<file path="src/hw/rtl/tdfe_pkg.sv">
// ----------------------------------------------------------------------------
// tdfe_pkg
// Shared types, codes and sizes for the table driven state machine engine.
// ----------------------------------------------------------------------------
package tdfe_pkg;

  localparam int unsigned TRANSITION_ENTRIES = 16;
  localparam int unsigned ACTION_ENTRIES     = 16;

  localparam int unsigned STATE_W    = 8;
  localparam int unsigned CNT_W      = 5;
  localparam int unsigned IDX_W      = 4;
  localparam int unsigned KIND_W     = 3;
  localparam int unsigned CFG_IDX_W  = 2;
  localparam int unsigned CFG_DATA_W = 8;
  localparam int unsigned TR_W       = 3 * STATE_W;

  localparam int unsigned TR_AW = (TRANSITION_ENTRIES > 1) ? $clog2(TRANSITION_ENTRIES) : 1;
  localparam int unsigned AC_AW = (ACTION_ENTRIES > 1) ? $clog2(ACTION_ENTRIES) : 1;
  localparam int unsigned TR_CW = $clog2(TRANSITION_ENTRIES + 1);
  localparam int unsigned AC_CW = $clog2(ACTION_ENTRIES + 1);
  localparam int unsigned TA_CW = (TR_CW > AC_CW) ? TR_CW : AC_CW;
  localparam int unsigned SCAN_CW = (TA_CW > CNT_W) ? TA_CW : CNT_W;

  localparam logic [STATE_W-1:0] NO_STATE = 8'hFF;

  typedef enum logic [1:0] {
    FUNC_LOAD_TR  = 2'd0,
    FUNC_LOAD_ACT = 2'd1,
    FUNC_EVENT    = 2'd2,
    FUNC_PERFORM  = 2'd3
  } func_e;

  typedef enum logic [KIND_W-1:0] {
    KIND_NONE    = 3'd0,
    KIND_EXIT    = 3'd1,
    KIND_ENTER   = 3'd2,
    KIND_RUNNING = 3'd3,
    KIND_FAILED  = 3'd4
  } kind_e;

  typedef enum logic [CFG_IDX_W-1:0] {
    CFG_EVENT_COUNT   = 2'd0,
    CFG_ACTION_COUNT  = 2'd1,
    CFG_INITIAL_STATE = 2'd2
  } cfg_idx_e;

  typedef enum logic [1:0] {
    ST_IDLE,
    ST_EVENT_SCAN,
    ST_PERFORM_SCAN,
    ST_EMIT_ENTER
  } state_e;

  typedef struct packed {
    logic [CNT_W-1:0]   event_count;
    logic [CNT_W-1:0]   action_count;
    logic [STATE_W-1:0] initial_state;
    logic               init_load;
  } cfg_t;

  typedef struct packed {
    logic               accept;
    func_e              func;
    logic [STATE_W-1:0] event_id;
  } req_t;

  typedef struct packed {
    logic               strobe;
    kind_e              kind;
    logic [IDX_W-1:0]   index;
    logic [STATE_W-1:0] current_state;
    logic               last;
  } result_t;

endpackage

</file>
<file path="src/hw/rtl/tdfe_ram.sv">
// ----------------------------------------------------------------------------
// tdfe_ram
// Single port synchronous RAM, one write or one read per cycle, registered read.
// ----------------------------------------------------------------------------
module tdfe_ram #(
  parameter int unsigned WIDTH = 8,
  parameter int unsigned DEPTH = 16,
  localparam int unsigned AW = (DEPTH > 1) ? $clog2(DEPTH) : 1
) (
  input  logic             clk_i,
  input  logic             we_i,
  input  logic [AW-1:0]    addr_i,
  input  logic [WIDTH-1:0] wdata_i,
  output logic [WIDTH-1:0] rdata_o
);

  logic [WIDTH-1:0] mem_q [DEPTH];
  logic [WIDTH-1:0] rdata_q;

  always_ff @(posedge clk_i) begin
    if (we_i) begin
      mem_q[addr_i] <= wdata_i;
    end
    rdata_q <= mem_q[addr_i];
  end

  assign rdata_o = rdata_q;

endmodule

</file>
<file path="src/hw/rtl/tdfe_core.sv">
// ----------------------------------------------------------------------------
// tdfe_core
// Sequencer: scans the transition and action memories and builds results.
// ----------------------------------------------------------------------------
module tdfe_core (
  input  logic                          clk_i,
  input  logic                          rst_ni,
  input  tdfe_pkg::cfg_t                cfg_i,
  input  tdfe_pkg::req_t                req_i,
  output logic                          busy_o,
  output logic [tdfe_pkg::TR_AW-1:0]    tr_rd_addr_o,
  input  logic [tdfe_pkg::TR_W-1:0]     tr_rdata_i,
  output logic [tdfe_pkg::AC_AW-1:0]    ac_rd_addr_o,
  input  logic [tdfe_pkg::STATE_W-1:0]  ac_rdata_i,
  output tdfe_pkg::result_t             result_o
);

  tdfe_pkg::state_e                   state_q, state_d;
  logic [tdfe_pkg::SCAN_CW-1:0]       scan_idx_q, scan_idx_d;
  logic [tdfe_pkg::AC_AW-1:0]         cmp_slot_q, cmp_slot_d;
  logic                               cmp_vld_q, cmp_vld_d;
  logic [tdfe_pkg::STATE_W-1:0]       event_q, event_d;
  logic [tdfe_pkg::STATE_W-1:0]       present_q, present_d;
  logic [tdfe_pkg::STATE_W-1:0]       pending_q, pending_d;
  logic                               xfer_q, xfer_d;
  logic                               found_cur_q, found_cur_d;
  logic                               found_nxt_q, found_nxt_d;
  logic [tdfe_pkg::AC_AW-1:0]         cur_slot_q, cur_slot_d;
  logic [tdfe_pkg::AC_AW-1:0]         nxt_slot_q, nxt_slot_d;
  tdfe_pkg::result_t                  res_q, res_d;

  logic [tdfe_pkg::SCAN_CW-1:0] tr_lim, ac_lim, scan_lim;
  logic [tdfe_pkg::STATE_W-1:0] tr_ev, tr_from, tr_to;
  logic scan_active, issue, scan_done, ev_hit, cur_hit, nxt_hit;

  // clamp the counts to the table sizes
  always_comb begin
    tr_lim = tdfe_pkg::SCAN_CW'(cfg_i.event_count);
    if (tdfe_pkg::SCAN_CW'(cfg_i.event_count) > tdfe_pkg::SCAN_CW'(tdfe_pkg::TRANSITION_ENTRIES)) begin
      tr_lim = tdfe_pkg::SCAN_CW'(tdfe_pkg::TRANSITION_ENTRIES);
    end
    ac_lim = tdfe_pkg::SCAN_CW'(cfg_i.action_count);
    if (tdfe_pkg::SCAN_CW'(cfg_i.action_count) > tdfe_pkg::SCAN_CW'(tdfe_pkg::ACTION_ENTRIES)) begin
      ac_lim = tdfe_pkg::SCAN_CW'(tdfe_pkg::ACTION_ENTRIES);
    end
  end

  assign scan_lim    = (state_q == tdfe_pkg::ST_EVENT_SCAN) ? tr_lim : ac_lim;
  assign scan_active = (state_q == tdfe_pkg::ST_EVENT_SCAN) ||
                       (state_q == tdfe_pkg::ST_PERFORM_SCAN);
  assign issue       = scan_active && (scan_idx_q < scan_lim);
  assign scan_done   = !issue && !cmp_vld_q;

  assign tr_rd_addr_o = scan_idx_q[tdfe_pkg::TR_AW-1:0];
  assign ac_rd_addr_o = scan_idx_q[tdfe_pkg::AC_AW-1:0];

  assign tr_ev   = tr_rdata_i[tdfe_pkg::TR_W-1 -: tdfe_pkg::STATE_W];
  assign tr_from = tr_rdata_i[tdfe_pkg::TR_W-tdfe_pkg::STATE_W-1 -: tdfe_pkg::STATE_W];
  assign tr_to   = tr_rdata_i[tdfe_pkg::STATE_W-1:0];

  assign ev_hit  = (state_q == tdfe_pkg::ST_EVENT_SCAN) && cmp_vld_q &&
                   (tr_ev == event_q) && (tr_from == present_q);
  assign cur_hit = (state_q == tdfe_pkg::ST_PERFORM_SCAN) && cmp_vld_q && !found_cur_q &&
                   (ac_rdata_i == present_q);
  assign nxt_hit = (state_q == tdfe_pkg::ST_PERFORM_SCAN) && cmp_vld_q && !found_nxt_q &&
                   (ac_rdata_i == pending_q);

  // next state
  always_comb begin
    state_d = state_q;
    unique case (state_q)
      tdfe_pkg::ST_IDLE: begin
        if (req_i.accept && req_i.func == tdfe_pkg::FUNC_EVENT) begin
          state_d = tdfe_pkg::ST_EVENT_SCAN;
        end else if (req_i.accept && req_i.func == tdfe_pkg::FUNC_PERFORM) begin
          state_d = tdfe_pkg::ST_PERFORM_SCAN;
        end
      end
      tdfe_pkg::ST_EVENT_SCAN: begin
        if (ev_hit || scan_done) begin
          state_d = tdfe_pkg::ST_IDLE;
        end
      end
      tdfe_pkg::ST_PERFORM_SCAN: begin
        if (scan_done) begin
          state_d = (xfer_q && found_cur_q && found_nxt_q) ? tdfe_pkg::ST_EMIT_ENTER
                                                           : tdfe_pkg::ST_IDLE;
        end
      end
      tdfe_pkg::ST_EMIT_ENTER: state_d = tdfe_pkg::ST_IDLE;
      default: state_d = tdfe_pkg::ST_IDLE;
    endcase
  end

  // datapath and results
  always_comb begin
    scan_idx_d  = scan_idx_q;
    cmp_slot_d  = scan_idx_q[tdfe_pkg::AC_AW-1:0];
    cmp_vld_d   = issue && !ev_hit;
    event_d     = event_q;
    present_d   = present_q;
    pending_d   = pending_q;
    xfer_d      = xfer_q;
    found_cur_d = found_cur_q;
    found_nxt_d = found_nxt_q;
    cur_slot_d  = cur_slot_q;
    nxt_slot_d  = nxt_slot_q;
    res_d       = res_q;
    res_d.strobe = 1'b0;

    if (issue) begin
      scan_idx_d = scan_idx_q + 1'b1;
    end
    if (cur_hit) begin
      found_cur_d = 1'b1;
      cur_slot_d  = cmp_slot_q;
    end
    if (nxt_hit) begin
      found_nxt_d = 1'b1;
      nxt_slot_d  = cmp_slot_q;
    end
    if (ev_hit) begin
      pending_d = tr_to;
      xfer_d    = 1'b1;
    end

    unique case (state_q)
      tdfe_pkg::ST_IDLE: begin
        if (req_i.accept) begin
          scan_idx_d  = '0;
          event_d     = req_i.event_id;
          found_cur_d = 1'b0;
          found_nxt_d = 1'b0;
        end
      end
      tdfe_pkg::ST_EVENT_SCAN: ;
      tdfe_pkg::ST_PERFORM_SCAN: begin
        if (scan_done) begin
          xfer_d              = 1'b0;
          res_d.strobe        = 1'b1;
          res_d.current_state = present_q;
          res_d.last          = 1'b1;
          res_d.index         = '0;
          if (xfer_q) begin
            if (found_cur_q && found_nxt_q) begin
              res_d.kind  = tdfe_pkg::KIND_EXIT;
              res_d.index = tdfe_pkg::IDX_W'(cur_slot_q);
              res_d.last  = 1'b0;
            end else begin
              res_d.kind = tdfe_pkg::KIND_FAILED;
            end
          end else if (found_cur_q) begin
            res_d.kind  = tdfe_pkg::KIND_RUNNING;
            res_d.index = tdfe_pkg::IDX_W'(cur_slot_q);
          end else begin
            res_d.kind = tdfe_pkg::KIND_NONE;
          end
        end
      end
      tdfe_pkg::ST_EMIT_ENTER: begin
        present_d           = pending_q;
        pending_d           = tdfe_pkg::NO_STATE;
        res_d.strobe        = 1'b1;
        res_d.kind          = tdfe_pkg::KIND_ENTER;
        res_d.index         = tdfe_pkg::IDX_W'(nxt_slot_q);
        res_d.current_state = pending_q;
        res_d.last          = 1'b1;
      end
      default: ;
    endcase

    // initial state write loads the present state at once
    if (cfg_i.init_load) begin
      present_d = cfg_i.initial_state;
    end
  end

  always_ff @(posedge clk_i or negedge rst_ni) begin
    if (!rst_ni) begin
      state_q   <= tdfe_pkg::ST_IDLE;
      cmp_vld_q <= 1'b0;
      present_q <= '0;
      pending_q <= '0;
      xfer_q    <= 1'b0;
      res_q     <= '0;
    end else begin
      state_q   <= state_d;
      cmp_vld_q <= cmp_vld_d;
      present_q <= present_d;
      pending_q <= pending_d;
      xfer_q    <= xfer_d;
      res_q     <= res_d;
    end
  end

  always_ff @(posedge clk_i) begin
    scan_idx_q  <= scan_idx_d;
    cmp_slot_q  <= cmp_slot_d;
    event_q     <= event_d;
    found_cur_q <= found_cur_d;
    found_nxt_q <= found_nxt_d;
    cur_slot_q  <= cur_slot_d;
    nxt_slot_q  <= nxt_slot_d;
  end

  assign busy_o   = (state_q != tdfe_pkg::ST_IDLE);
  assign result_o = res_q;

  a_enter_after_exit: assert property (@(posedge clk_i) disable iff (!rst_ni)
    res_q.strobe && res_q.kind == tdfe_pkg::KIND_ENTER |->
      $past(res_q.strobe) && $past(res_q.kind) == tdfe_pkg::KIND_EXIT)
    else $error("enter result without preceding exit");

  a_exit_then_enter: assert property (@(posedge clk_i) disable iff (!rst_ni)
    res_q.strobe && !res_q.last |=>
      res_q.strobe && res_q.last && res_q.kind == tdfe_pkg::KIND_ENTER)
    else $error("non-final result not followed by enter");

  a_idle_no_read: assert property (@(posedge clk_i) disable iff (!rst_ni)
    state_q == tdfe_pkg::ST_IDLE |-> !cmp_vld_q)
    else $error("memory read still in flight while idle");

  a_enter_has_slots: assert property (@(posedge clk_i) disable iff (!rst_ni)
    state_q == tdfe_pkg::ST_EMIT_ENTER |-> found_cur_q && found_nxt_q && !xfer_q)
    else $error("transfer carried out without both action slots");

endmodule

</file>
<file path="src/hw/rtl/table_driven_fsm_engine.sv">
// ----------------------------------------------------------------------------
// table_driven_fsm_engine
// Programmable state machine: transition and action tables in RAM, event
// lookup and exit/enter/running/failed action reporting.
// ----------------------------------------------------------------------------
// channel   direction  handshake                     payload
// request   in         start_i & !busy_o             func_i, entry_index_i, event_id_i,
//                                                    from_state_i, to_state_i, action_state_i
// result    out        result_valid_o (one cycle)    action_kind_o, action_index_o,
//                                                    current_state_o, last_o
// config    in         cfg_valid_i & cfg_ready_o     cfg_index_i, cfg_data_i
//
// Load requests write their memory at the accepting edge.
// Event requests scan the transition memory and stop at the first match.
// Perform requests scan the action memory once for both states; a transfer with
// both action slots found adds a second (enter) result after the exit result.
// Reset clears control state; memory contents stay undefined until loaded.
// Results are shown for one cycle; the receiver cannot stall them.
// ----------------------------------------------------------------------------
module table_driven_fsm_engine (
  input  logic                              clk_i,
  input  logic                              rst_ni,
  input  logic                              start_i,
  output logic                              busy_o,
  input  logic [1:0]                        func_i,
  input  logic [tdfe_pkg::IDX_W-1:0]        entry_index_i,
  input  logic [tdfe_pkg::STATE_W-1:0]      event_id_i,
  input  logic [tdfe_pkg::STATE_W-1:0]      from_state_i,
  input  logic [tdfe_pkg::STATE_W-1:0]      to_state_i,
  input  logic [tdfe_pkg::STATE_W-1:0]      action_state_i,
  output logic                              result_valid_o,
  output logic [tdfe_pkg::KIND_W-1:0]       action_kind_o,
  output logic [tdfe_pkg::IDX_W-1:0]        action_index_o,
  output logic [tdfe_pkg::STATE_W-1:0]      current_state_o,
  output logic                              last_o,
  input  logic                              cfg_valid_i,
  output logic                              cfg_ready_o,
  input  logic [tdfe_pkg::CFG_IDX_W-1:0]    cfg_index_i,
  input  logic [tdfe_pkg::CFG_DATA_W-1:0]   cfg_data_i
);

  logic [tdfe_pkg::CNT_W-1:0]   event_count_q, action_count_q;
  logic                         cfg_we, init_load;

  tdfe_pkg::cfg_t    cfg;
  tdfe_pkg::req_t    req;
  tdfe_pkg::result_t result;
  tdfe_pkg::func_e   func;

  logic                         accept, tr_we, ac_we;
  logic [tdfe_pkg::TR_AW-1:0]   tr_addr, tr_rd_addr;
  logic [tdfe_pkg::AC_AW-1:0]   ac_addr, ac_rd_addr;
  logic [tdfe_pkg::TR_W-1:0]    tr_rdata;
  logic [tdfe_pkg::STATE_W-1:0] ac_rdata;

  // configuration registers
  assign cfg_ready_o = 1'b1;
  assign cfg_we      = cfg_valid_i && cfg_ready_o;

  always_comb begin
    init_load = 1'b0;
    unique case (tdfe_pkg::cfg_idx_e'(cfg_index_i))
      tdfe_pkg::CFG_INITIAL_STATE: init_load = cfg_we;
      default:                     init_load = 1'b0;
    endcase
  end

  // the initial state only takes effect through the present state load
  always_ff @(posedge clk_i or negedge rst_ni) begin
    if (!rst_ni) begin
      event_count_q   <= '0;
      action_count_q  <= '0;
    end else if (cfg_we) begin
      unique case (tdfe_pkg::cfg_idx_e'(cfg_index_i))
        tdfe_pkg::CFG_EVENT_COUNT:   event_count_q   <= cfg_data_i[tdfe_pkg::CNT_W-1:0];
        tdfe_pkg::CFG_ACTION_COUNT:  action_count_q  <= cfg_data_i[tdfe_pkg::CNT_W-1:0];
        default: ;
      endcase
    end
  end

  assign cfg = '{event_count:   event_count_q,
                 action_count:  action_count_q,
                 initial_state: cfg_data_i,
                 init_load:     init_load};

  // request decode; loads go straight to memory
  assign accept = start_i && !busy_o;
  assign func   = tdfe_pkg::func_e'(func_i);
  assign req    = '{accept: accept, func: func, event_id: event_id_i};

  assign tr_we = accept && (func == tdfe_pkg::FUNC_LOAD_TR) &&
                 (32'(entry_index_i) < tdfe_pkg::TRANSITION_ENTRIES);
  assign ac_we = accept && (func == tdfe_pkg::FUNC_LOAD_ACT) &&
                 (32'(entry_index_i) < tdfe_pkg::ACTION_ENTRIES);

  assign tr_addr = tr_we ? tdfe_pkg::TR_AW'(entry_index_i) : tr_rd_addr;
  assign ac_addr = ac_we ? tdfe_pkg::AC_AW'(entry_index_i) : ac_rd_addr;

  tdfe_ram #(
    .WIDTH (tdfe_pkg::TR_W),
    .DEPTH (tdfe_pkg::TRANSITION_ENTRIES)
  ) u_tr_ram (
    .clk_i   (clk_i),
    .we_i    (tr_we),
    .addr_i  (tr_addr),
    .wdata_i ({event_id_i, from_state_i, to_state_i}),
    .rdata_o (tr_rdata)
  );

  tdfe_ram #(
    .WIDTH (tdfe_pkg::STATE_W),
    .DEPTH (tdfe_pkg::ACTION_ENTRIES)
  ) u_ac_ram (
    .clk_i   (clk_i),
    .we_i    (ac_we),
    .addr_i  (ac_addr),
    .wdata_i (action_state_i),
    .rdata_o (ac_rdata)
  );

  tdfe_core u_core (
    .clk_i        (clk_i),
    .rst_ni       (rst_ni),
    .cfg_i        (cfg),
    .req_i        (req),
    .busy_o       (busy_o),
    .tr_rd_addr_o (tr_rd_addr),
    .tr_rdata_i   (tr_rdata),
    .ac_rd_addr_o (ac_rd_addr),
    .ac_rdata_i   (ac_rdata),
    .result_o     (result)
  );

  assign result_valid_o  = result.strobe;
  assign action_kind_o   = result.kind;
  assign action_index_o  = result.index;
  assign current_state_o = result.current_state;
  assign last_o          = result.last;

endmodule
</file>
<file path="config.mk">
export PLATFORM = sky130hd
export DESIGN_NAME = table_driven_fsm_engine
export DESIGN_NICKNAME = d
export VERILOG_FILES = /design/src/hw/rtl/tdfe_pkg.sv /design/src/hw/rtl/tdfe_ram.sv /design/src/hw/rtl/tdfe_core.sv /design/src/hw/rtl/table_driven_fsm_engine.sv
export SDC_FILE = /design/constraint.sdc
export NUM_CORES = 1
export LEC_CHECK = 0
export BUFFER_PORTS_ARGS = -buffer_cell sky130_fd_sc_hd__buf_4
export CORE_ASPECT_RATIO = 0.5
export CORE_MARGIN = 2
export CORE_UTILIZATION = 35
export CTS_BUF_LIST = sky130_fd_sc_hd__clkbuf_2
export CTS_CLUSTER_DIAMETER = 60
export DETAILED_ROUTE_END_ITERATION = 6
export SLEW_MARGIN = 20
export SYNTH_ARGS = -nofsm -noshare
export SYNTH_HDL_FRONTEND = slang
export SYNTH_SLANG_ARGS = --single-unit
export TNS_END_PERCENT = 5
</file>
<file path="constraint.sdc">
create_clock -name clk_i -period 2.86 [get_ports clk_i]
set_input_delay 0.143 -clock clk_i [delete_from_list [all_inputs] [get_ports clk_i]]
set_output_delay 0.143 -clock clk_i [all_outputs]
set_load 0.01 [all_outputs]
</file>
Yosys cells after proc, flatten, opt, wreduce, memory -nomap -nowiden:

Memories as Yosys holds them, arrays and structs flattened. A register that Yosys moved wholly into a read port is not among the register bits.
Index checks and enable logic that the tools add are counted.

* reductions and logical operators: 39
* shift operators: 0
* add/sub/neg operators: 1
* div/mod/pow operators: 0
* bitwise operators: 0
* eq/ne operators: 15
* magnitude comparators: 3
* muxes and demuxes: 41
* $mul: 0

Operators by type and width (number)
* $pmux 17 s2: 1
* $eq 8x8->1: 4
* $mux 8: 4
* $mux 5: 6
* $logic_and 1x1->1: 19
* $mux 17: 1
* $mux 1: 16
* $mux 4: 4
* $mux 2: 6
* $eq 2x2->1 const B: 5
* $gt 5x5->1 const B: 2
* $pmux 2 s4: 1
* $reduce_and 2->1: 4
* $reduce_bool 2->1: 4
* $mux 7: 1
* $eq 2x1->1 const B: 3
* $logic_not 1->1: 6
* $logic_not 2->1: 3
* $add 5x1->5 const B: 1
* $lt 5x5->1: 1
* $mux 3: 1
* $ne 3x1->1 const B: 1
* $reduce_and 3->1: 1
* $logic_or 1x1->1: 2
* other kinds (2): 2

* bits in latches: 0
* input bits: 52
* memories kept: 2
* memory bits (read-only): 0
* register bits: 74
* bits in writable memories: 512
* output and inout port bits: 19
* logic and storage cells: 120

Memory list
* u_tr_ram.mem_q: depth 16, width 24, read ports 1, clocked after memory_dff 1, write ports 1, RTL line tdfe_ram.sv:17 `logic [WIDTH-1:0] mem_q [DEPTH];`
* u_ac_ram.mem_q: depth 16, width 8, read ports 1, clocked after memory_dff 1, write ports 1, RTL line tdfe_ram.sv:17

Longest topological paths before layout:

Gate-level depths: netlist (run 1).

* word-level depth: 10
* mapped depth: 13
* mapped depth without buffers: 11

Cells and area by module:

From an unflattened synthesis (run 1), not the netlist that was laid out.

* cells, all modules: 1201
* area, all modules: 23927.9 um2

Modules (own cells, without submodules)
* tdfe_ram at u_tr_ram: cells each 637, times used 1, sequential area each 12011.5 um2, area each 14955.6 um2
* tdfe_ram at u_ac_ram: cells each 230, times used 1, sequential area each 4003.8 um2, area each 5067.4 um2
* tdfe_core: cells each 297, times used 1, sequential area each 1626.6 um2, area each 3364.5 um2
* table_driven_fsm_engine: cells each 37, times used 1, sequential area each 250.2 um2, area each 540.5 um2

Worst setup path before layout (run 1):

Ideal clock, no wire load.

* kind: reg-to-reg
* start: register u_core.state_q[1]
* end: register u_core.res_q, in the netlist u_core.result_o[13]
* arrival: 2724 ps
* library setup time: 118 ps
* clock period less this slack: 2842 ps
* buffers on the path: 1
* required time: 2742 ps
* stages on the path, launching flop included: 12
* path slack: 18 ps
* cells stage by stage: dfrtp_1 > inv_1 > ha_1 > buf_1 > nor3b_1 > a31oi_1 > ha_1 > nand4_1 > or3_1 > a31oi_1 > mux2i_1 > a21o_1

* longest elaborated chain between the ends: 8
* elaborated cells between the ends (all ways): 13
* classes of those cells: order compare: 1; eq/ne: 4; mux: 2; reduce/logical: 6

Ends and longest elaborated chain
* start: declaration: RTL line tdfe_core.sv:18 `tdfe_pkg::state_e state_q, state_d;`
* start signal: assignment: RTL line tdfe_core.sv:180 `state_q <= tdfe_pkg::ST_IDLE;`
* start signal: assignment: RTL line tdfe_core.sv:187 `state_q <= state_d;`
* $eq 2x1->1: RTL line tdfe_core.sv:48, tdfe_core.sv:49
* $mux 5: RTL line tdfe_core.sv:48 `assign scan_lim = (state_q == tdfe_pkg::ST_EVENT_SCAN) ? tr_lim : ac_lim;`
* $lt 5x5->1: RTL line tdfe_core.sv:51 `assign issue = scan_active && (scan_idx_q < scan_lim);`
* $logic_and 1x1->1: RTL line tdfe_core.sv:51
* $logic_not 1->1: RTL line tdfe_core.sv:52 `assign scan_done = !issue && !cmp_vld_q;`
* $logic_and 1x1->1: RTL line tdfe_core.sv:52
* $ne 2x1->1 (no source line)
* $reduce_and 2->1 (no source line)
* end signal: assignment: RTL line tdfe_core.sv:192 `res_q <= res_d;`
* end: declaration: RTL line tdfe_core.sv:30 `tdfe_pkg::result_t res_q, res_d;`

Parallel ways exist; a longest one is shown, timed or not.
A chain may end at the register's enable or synchronous reset.

Worst setup path after layout (run 1):

* start: register u_core.state_q[0]
* end: register u_core.state_q[1]

* longest elaborated chain between the ends: 9
* elaborated cells between the ends (all ways): 25
* classes of those cells: order compare: 1; eq/ne: 6; mux: 3; reduce/logical: 15

Ends and longest elaborated chain
* $eq 2x1->1
* $mux 5: RTL line tdfe_core.sv:48
* $lt 5x5->1: RTL line tdfe_core.sv:51
* $logic_and 1x1->1: RTL line tdfe_core.sv:51
* $logic_not 1->1: RTL line tdfe_core.sv:52
* $logic_and 1x1->1: RTL line tdfe_core.sv:52
* $logic_or 1x1->1: RTL line tdfe_core.sv:80 `if (ev_hit || scan_done) begin`
* $ne 2x2->1 (no source line)
* $reduce_and 3->1 (no source line)

Parallel ways exist; a longest one is shown, timed or not.

==> results of run 1 <==
[layer usage]
layer	GRT usage, %	vias to the layer above	routed length, µm
met5	0	-	13
met4	5.35	2	1040
met3	3.70	78	3800
met2	28.9	504	30300
met1	23.1	7566	27400
li1	-	6987	-
[sequential cells by signal, indices dropped and copies added (netlist names), 2 cells and up]
register and cells:
u_ac_ram.rdata_o 8, action_count_q 5, u_tr_ram.mem_q 384, u_ac_ram.mem_q 128
u_core.event_q 8, u_core.nxt_slot_q 4, u_core.scan_idx_q 5, u_core.present_q 8
event_count_q 5, u_core.state_q 2, u_core.pending_q 8, u_core.cur_slot_q 4
u_core.result_o 17, u_tr_ram.rdata_o 24, u_core.cmp_slot_q 4
[per-stage QoR]
step           TNS, ns  hold WS (ns)
3_3_place_gp         0         0.207
5_1_grt        -0.0330         0.122
6_report             0         0.256
3_5_place_dp    -0.106         0.205
2_1_floorplan        0        -0.153
4_1_cts              0         0.104
[path summary, 6_finish.rpt]
kind                                         to  slack, ns  depth (start not counted)
setup / recovery              u_core.state_q[1]       0.13                         10
hold / removal             u_core.scan_idx_q[0]       0.26                          5
setup reg to reg              u_core.state_q[1]       0.13                         10
hold reg to reg            u_core.nxt_slot_q[2]       0.43                          0
max in group asynchronous   u_core.result_o[11]       1.86                          5
min in group asynchronous   u_core.pending_q[6]       0.69                          5
[logic make-up (layout without fill, tap and decap cells)]
family / Yosys count / in the layout
AOI/OAI and AO/OA: 213 / 213
adders and majority gates: 10 / 10
DFF: 618 / 618
buffers and inverters: 94 / 556
xor gates and xnor gates: 36 / 36
and+or+nand+nor: 509 / 509
muxes: 155 / 155
other: 1 / 3
[worst max-delay path: stages, from the launching register on]
cell	delay, ns
dfrtp_1	0.42
ha_2	0.26
nor3b_1	0.19
a31oi_1	0.07
ha_1	0.33
nand4_1	0.10
or3_4	0.36
a31o_4	0.24
buf_4	0.16
a21o_1	0.19
a211o_1	0.29
[layout make-up]
class                           count  area (µm²)
Fill cell                        6303       39400
Sequential cell                   618       17900
Multi-Input combinational cell    924        6100
Timing Repair Buffer              283        2810
Tap cell                          910        1140
Clock buffer                      226        1130
Clock inverter                     40         238
Inverter                            7        26.3
Antenna cell                        2        5.00
[what timing repair did]
item                                    in CTS  in global routing
gates resized for setup                      2                  8
pin swaps                                    0                  1
setup buffers                                0                  7
hold endpoints to repair                  1146                  0
hold buffers                               110                  0
endpoints found under the setup margin       4                 11
[cells in the mapped netlist, types with 8 or more instances]
cell type	instances	area share, %
nor4_1	8	0.21
nand2_1	294	4.6
mux4_2	16	1.5
a211o_1	16	0.58
o22ai_1	32	0.83
a22oi_1	20	0.62
a21oi_1	39	0.81
buf_2	30	0.62
nor2_1	68	1.1
xor2_1	16	0.58
clkbuf_1	37	0.57
ha_1	10	0.52
dfrtp_1	47	4.9
a32oi_1	16	0.58
a32o_1	16	0.66
a31oi_1	35	0.90
mux2i_1	121	5.0
dfxtp_1	43	3.6
nand3_1	73	1.5
mux2_2	15	0.70
o21ai_0	34	0.70
buf_4	14	0.43
nand4_1	24	0.62
edfxtp_1	528	65
xnor2_1	20	0.72
[power groups by stage]
stage | registers (mW) | clock network, mW | logic (mW)
after detailed placement | 11.2 | 0 | 6.70
after CTS | 11.0 | 5.96 | 6.90
after global placement | 11.2 | 0 | 6.63
after global routing | 11.0 | 6.44 | 7.69
final | 11.0 | 5.78 | 7.06
after floorplan | 10.9 | 0 | 4.37
[placed cells by master, fill, tap and decap left out, drive strengths merged, types with 3 or more instances in the layout]
| cell type | Yosys | layout |
|---|---|---|
| nand3b | 5 | 5 |
| a211o | 16 | 16 |
| mux2i | 124 | 124 |
| clkinv | 0 | 28 |
| xor2 | 16 | 16 |
| nor3 | 3 | 3 |
| nand3 | 73 | 73 |
| xnor2 | 20 | 20 |
| and2 | 7 | 7 |
| dfxtp | 43 | 43 |
| a21oi | 39 | 39 |
| buf | 50 | 174 |
| nor2 | 70 | 70 |
| nor4 | 9 | 9 |
| ha | 10 | 10 |
| dlygate4sd3 | 0 | 109 |
| a22oi | 20 | 20 |
| or3 | 3 | 3 |
| clkbuf | 37 | 226 |
| clkinvlp | 0 | 5 |
| mux2 | 15 | 15 |
| nand2 | 296 | 296 |
| nor3b | 4 | 4 |
| dfrtp | 47 | 47 |
| inv | 7 | 12 |
| a31oi | 35 | 35 |
| mux4 | 16 | 16 |
| o22ai | 32 | 32 |
| edfxtp | 528 | 528 |
| o21ai | 34 | 34 |
| nand4 | 24 | 24 |
| a32o | 16 | 16 |
| a32oi | 16 | 16 |
==> impl_metrics.toml, run 1 <==
[run_status]
status = "completed"

[detailed_routing]
drc = 0
via_per_inst = 5.03
num_vias = 15100
drt_pre_antenna_iters = 5
ant_nets = 0
dr.first_iter.drc_count = 1188
drt_wl_total_um = 62600
wl_per_cell_um = 20.8

[worst_setup_path]
start_kind = "register"
crit_type = "reg -> reg"
cp-end-kind = "register"
cp-startpoint = "u_core.state_q[0]"
r2r-start = "u_core.state_q[0]"
required_ns = 3.86
cp.arrival_ns = 3.73
worstPathMaxFanout = 8

[placed_design]
placed_area_mm2 = 0.0267
numPlacedInstances = 2625
io_buffers = 69
dp_hpwl_um = 36100
dpl_worst_slack_ns = -0.0295
globalplace.congestion = 0.797

[floorplan]
core_mm2 = 0.0687
fp-row-count = 68
start_util_pct = 35.3
die_w_um = 376
pin_count = 71
dieHeight_um = 190
die_area_mm2 = 0.0715

[global_route]
grt_pass1_wl_um = 93300
grt_max_degree = 48
grt_usage_pct = 17.4
antenna_found_initial = 3
grt_pass1_vias = 15200
grt_overflow_total = 0

[yosys]
synthXorXnorAreaFrac_pct = 1.30
synthesis.instances = 1636
syn_area_mm2 = 0.0242
synth_adder_area_share_pct = 0.516
ys_types = 58
synth_warnings = 0
synth_compound_area_share_pct = 5.84
ys_ff_latch = 618
synth_simple_gate_area_share_pct = 9.24
synthesis.nets = 1698
synth_edf_count = 528
ys_seq_area_share_pct = 73.8
synth_ff_type = "edfxtp_1"
ys_async_sr_fraction_pct = 7.61
synth_area_per_cell_um2 = 14.8
synth_top_family_by_area = "simple AND/OR/NAND/NOR gates"
muxShareOfSynthArea_pct = 7.39

[power_and_ir_drop]
ir_drop_v = 0.000404
pwr-share-comb_pct = 29.7
p_leak_nw = 10.6
cellPowerDensity_mw_per_mm2 = 812
seq_power_share_pct = 46.1
switching_share_pct = 33.9
switchingPower_mw = 8.06
clkPwrFrac_pct = 24.3
intPower_mw = 15.8
power_mw = 23.8

[timing]
setup_violations = 0
timing.final.ws_setup_ns = 0.132
fin_crit_sh_pct = 95.4
slew_headroom_pct = 38.5
drv_slew = 0
fmax_mhz = 367
rsz0062_at_grt = "true"
worstMarginPinSlew_ns = 0.919
finalCriticalPeriod_ns = 2.73
hold_viol = 0
clock_skew_ns = 0.0868

[finish]
drive_above_1_share_pct = 23.1
fin_area_mm2 = 0.0293
fin_nets = 2042
area_delta_synth_final_pct = 21.0
utilization_pct = 42.7
stdcell_count = 3010

[run]
maxCapViolations = 0

[clock_network]
root_buffer = "clkbuf_2"
clock_latency_ns = 1.14
clock-sinks = 618
htreeDepth = 4
cts_tree = "yes"
clockBufferDepth = 3
clkTransAtPathRegs_ns = 0.11
cts_buffers = 146

[worst_hold_path]
min_from = "start_i"
hold_path_class = "in -> reg"
No activity file was read; power rests on OpenSTA's default activity.
==> run 2: changes to the inputs <==
--- a/config.mk
+++ b/config.mk
@@ -12,6 +12,7 @@
 export CTS_BUF_LIST = sky130_fd_sc_hd__clkbuf_2
 export CTS_CLUSTER_DIAMETER = 60
 export DETAILED_ROUTE_END_ITERATION = 6
+export MAX_ROUTING_LAYER = met4
 export SLEW_MARGIN = 20
 export SYNTH_ARGS = -nofsm -noshare
 export SYNTH_HDL_FRONTEND = slang
==> impl_metrics.toml, run 2 (synthesized netlist as in run 1, its figures left out) <==
[timing]
finalCriticalPeriod_ns = 2.73
rsz0062_at_grt = "true"
fmax_mhz = 366
hold_viol = 0
timing.final.ws_setup_ns = 0.131
drv_slew = 0
fin_crit_sh_pct = 95.4
slew_headroom_pct = 39.7
setup_violations = 0
hold_ws_ns = 0.246
worstMarginPinSlew_ns = 0.901
clock_skew_ns = 0.0864

[clock_network]
cts_buffers = 146
clockBufferDepth = 3
clock_latency_ns = 1.15
clock-sinks = 618
htreeDepth = 4
root_buffer = "clkbuf_2"
cts_tree = "yes"
clkTransAtPathRegs_ns = 0.11

[detailed_routing]
ant_nets = 0
drt_wl_total_um = 62500
via_per_inst = 5.01
num_vias = 15100
dr.first_iter.drc_count = 1221
drt_pre_antenna_iters = 5
wl_per_cell_um = 20.7
drc = 0

[worst_setup_path]
crit_type = "reg -> reg"
start_kind = "register"
crit_chain = "ha_2, nor3b_1, a31oi_1, ha_1, nand4_1, or3_4, a31o_4, buf_4, a21o_1, a211o_1"
r2r-start = "u_core.state_q[0]"
cp.arrival_ns = 3.74
cp-startpoint = "u_core.state_q[0]"
crit_path_top_delay_cell = "dfrtp_1"
worstPathMaxFanout = 8
timing.critical_path.buf_inv = 1
required_ns = 3.87
cp-end-kind = "register"
max_stage_delay_ns = 0.42
cp_top_family = "compound AO/OA/AOI/OAI gates"

[run_status]
status = "completed"

[floorplan]
fp-row-count = 68
die_area_mm2 = 0.0715
start_util_pct = 35.3
dieHeight_um = 190
core_mm2 = 0.0687
pin_count = 71
die_w_um = 376

[global_route]
grt_pass1_vias = 15200
grt_pass1_wl_um = 93400
grt_usage_pct = 18.0
grt_overflow_total = 0
grt_max_degree = 48
antenna_found_initial = 5

[placed_design]
dp_hpwl_um = 36100
globalplace.congestion = 0.810
dpl_worst_slack_ns = -0.0295
io_buffers = 69

[finish]
utilization_pct = 42.7
max_flop_register = "u_tr_ram.mem_q"
area_delta_synth_final_pct = 21.1
seq_area_mm2 = 0.0179
final_cell_mix = "edfxtp_1, nand2_1, clkbuf_2"
largest_register_ffs = 384
multi_input_area_mm2 = 0.00610
nFillCells = 6302
fin_nets = 2042
final_common_cell = "edfxtp_1"
drive_above_1_share_pct = 23.1

[worst_hold_path]
hold_path_class = "in -> reg"
min_from = "start_i"

[power_and_ir_drop]
cellPowerDensity_mw_per_mm2 = 812
ir_drop_v = 0.000410
p_leak_nw = 10.6

[run]
maxCapViolations = 0
[run 2: area by class of cell]
cell class,instances,share of cell area [%]
clock inverters,40,0.810
multi-input cells,924,20.8
diodes,6,0.0512
well taps,910,3.88
inverters,7,0.0895
clock buffers,226,3.85
flip-flops and latches,618,61.0
repair buffers,283,9.56
[run 2: stage by stage]
step	setup TNS (ns)	std cells	total power, mW	cell area, µm²
2_1_floorplan	0	1636	15.3	24200
3_3_place_gp	0	2625	17.8	26700
3_5_place_dp	-0.106	2625	17.9	26700
4_1_cts	0	3001	23.8	29200
5_1_grt	-0.0132	3014	25.2	29300
6_report	0	3014	23.8	29300
[run 2: worst reg2reg max path: cells and delay by family (launching register included)]
family	cells	cell delay, ns
AOI/OAI and AO/OA	4	0.79
and+or+nand+nor	3	0.66
adders and majority gates	2	0.59
DFF	1	0.42
buffers and inverters	1	0.16
[run 2: metal layers]
metal  global-route usage, %  share of wire (%)
met2                    28.8                 48
met5                       -                  0
met3                    3.83                6.1
met4                    5.49                1.9
met1                    23.1                 44
[run 2: repair_timing]
item                                    in CTS  in global routing
gates cloned                                 0                  0
hold buffers                               110                  0
buffers inserted                             0                  7
endpoints found under the setup margin       4                  9
pin swaps                                    0                  1
gates resized for setup                      2                  8
endpoints found under the hold margin     1146                  0
[run 2: final timing paths]
path                                   endpoint  slack [ns]  cells past startpoint
min reg2reg                u_core.nxt_slot_q[2]        0.43                      0
min in group asynchronous   u_core.pending_q[3]        0.68                      5
min                        u_core.scan_idx_q[0]        0.25                      5
max                           u_core.state_q[1]        0.13                     10
max in group asynchronous    u_core.result_o[9]        1.88                      5
max reg2reg                   u_core.state_q[1]        0.13                     10
[run 2: power breakdown]
part / leakage [nW] / switching [mW] / total, mW / internal (mW)
logic: 3.94 / 3.95 / 7.06 / 3.11
registers: 5.64 / 0.621 / 11.0 / 10.4
clock network: 1.05 / 3.50 / 5.79 / 2.29
total: 10.6 / 8.07 / 23.8 / 15.8
==> run 3: changes to the inputs <==
==> constraint.sdc (replaced) <==
create_clock -name clk_i -period 2.75 [get_ports clk_i]
set_input_delay 0.1375 -clock clk_i [delete_from_list [all_inputs] [get_ports clk_i]]
set_output_delay 0.1375 -clock clk_i [all_outputs]
set_load 0.01 [all_outputs]
==> impl_metrics.toml, run 3 (synthesized netlist as in run 1, its figures left out) <==
[run_status]
status = "complete, but fails checks"
violations = "design-rule violations"

[placed_design]
io_buffers = 69
dp_hpwl_um = 36200
globalplace.congestion = 0.801
dpl_worst_slack_ns = -0.168
placed_area_mm2 = 0.0270
numPlacedInstances = 2644

[floorplan]
start_util_pct = 35.3
fp-row-count = 68
dieHeight_um = 190
core_mm2 = 0.0687
pin_count = 71
die_w_um = 376
die_area_mm2 = 0.0715

[power_and_ir_drop]
intPower_mw = 16.8
pwr-share-comb_pct = 31.1
clkPwrFrac_pct = 24.0
switching_share_pct = 33.6
cellPowerDensity_mw_per_mm2 = 852
p_leak_nw = 10.8
ir_drop_v = 0.000326
switchingPower_mw = 8.52
seq_power_share_pct = 44.9

[timing]
fin_crit_sh_pct = 98.8
timing.final.ws_setup_ns = 0.0325
worstMarginPinSlew_ns = 0.727
finalCriticalPeriod_ns = 2.72
final.setup.tns_ns = 0
hold_viol = 0
fmax_mhz = 368
rsz0062_at_grt = "true"
setup_violations = 0
drv_slew = 0
slew_headroom_pct = 51.4
clock_skew_ns = 0.0548

[clock_network]
clock_latency_ns = 1.16
cts_tree = "yes"
clkTransAtPathRegs_ns = 0.12
htreeDepth = 4
cts_buffers = 147
clock-sinks = 618
clockBufferDepth = 3
root_buffer = "clkbuf_2"

[worst_setup_path]
r2r-start = "u_core.state_q[1]"
worstPathMaxFanout = 11
crit_type = "reg -> reg"
ff2ff_setup_slack_ns = 0.03
reg2reg_depth = 13
cp.arrival_ns = 3.75
required_ns = 3.78
timing.rr.end = "u_core.result_o[7]"
start_kind = "register"
cp-end-kind = "register"

[global_route]
grt_pass1_vias = 15300
antenna_found_initial = 2
grt_pass1_wl_um = 93100
grt_overflow_total = 0
grt_max_degree = 48
grt_usage_pct = 17.9

[finish]
area_delta_synth_final_pct = 22.8
nFillCells = 6183
utilization_pct = 43.3
drive_above_1_share_pct = 24.5
final_cell_mix = "edfxtp_1, nand2_1, clkbuf_2"
fin_nets = 2070
max_flop_register = "u_tr_ram.mem_q"
final_common_cell = "edfxtp_1"
largest_register_ffs = 384
fin_area_mm2 = 0.0298
stdcell_count = 3040

[detailed_routing]
wl_per_cell_um = 20.7
drt_wl_total_um = 62900
ant_nets = 0
via_per_inst = 5.06
dr.first_iter.drc_count = 1307
drt_pre_antenna_iters = 7
num_vias = 15400
drc = 2

[worst_hold_path]
hold_end = "action_count_q[4]"
hold_path_class = "in -> reg"
min_from = "cfg_valid_i"
hold_path_depth = 4

[run]
maxCapViolations = 0
[run 3: worst max-delay path by stage]
stage / start / end / slack [ns] / cells after the start
finish: u_core.state_q[1] / u_core.result_o[7] / 0.03 / 13
detailed placement: u_core.state_q[1] / u_core.result_o[9] / -0.17 / 11
global placement: u_core.state_q[1] / u_core.result_o[12] / -0.14 / 11
CTS: u_core.state_q[1] / u_core.result_o[9] / -0.06 / 12
global route: u_core.state_q[1] / u_core.result_o[7] / -0.04 / 13
floorplan: u_core.state_q[1] / u_core.result_o[10] / -0.07 / 12
[run 3: power groups by stage]
stage	sequential [mW]	clock, mW	combinational, mW
finish	11.4	6.09	7.88
detailed placement	11.6	0	7.28
floorplan	11.3	0	4.56
global route	11.4	6.74	8.53
global placement	11.6	0	7.20
CTS	11.4	6.26	7.52
[run 3: area by class of cell]
type | instances | area (µm²) | share of cell area [%]
Multi-Input combinational cell | 924 | 6120 | 20.5
Clock buffer | 231 | 1160 | 3.88
Timing Repair Buffer | 310 | 3210 | 10.8
Inverter | 7 | 26.3 | 0.0882
Antenna cell | 2 | 5.00 | 0.0168
Clock inverter | 38 | 230 | 0.773
Sequential cell | 618 | 17900 | 60.1
Tap cell | 910 | 1140 | 3.82
[run 3: per-layer routing]
layer	vias up	global-route usage, %	share of wire, %
li1	7043	-	-
met1	7738	22.8	44
met4	0	5.02	1.8
met2	499	28.8	49
met3	96	3.97	6.0
met5	-	-	0
[run 3: per-stage QoR]
stage          power (mW)  hold slack [ns]
5_1_grt              26.7            0.116
2_1_floorplan        15.9           -0.158
4_1_cts              25.2           0.0223
3_3_place_gp         18.8            0.196
3_5_place_dp         18.9            0.198
6_report             25.4            0.175
[run 3: timing repair]
| action | 4_1_cts | 5_1_grt |
|---|---|---|
| cloned | 0 | 2 |
| pin swaps | 0 | 2 |
| setup endpoints to repair | 19 | 44 |
| endpoints found under the hold margin | 1146 | 0 |
| buffers inserted | 0 | 11 |
| resized for setup | 4 | 23 |
| hold buffers | 112 | 0 |
[run 3: critical path: stages (launching register included)]
cell	delay [ns]
dfrtp_1	0.42
inv_2	0.09
ha_4	0.20
buf_4	0.17
a31oi_1	0.10
ha_1	0.30
nand4_1	0.09
or3_4	0.36
a31o_4	0.28
buf_12	0.16
nor2_1	0.08
buf_4	0.18
a21oi_1	0.08
o21ai_0	0.10
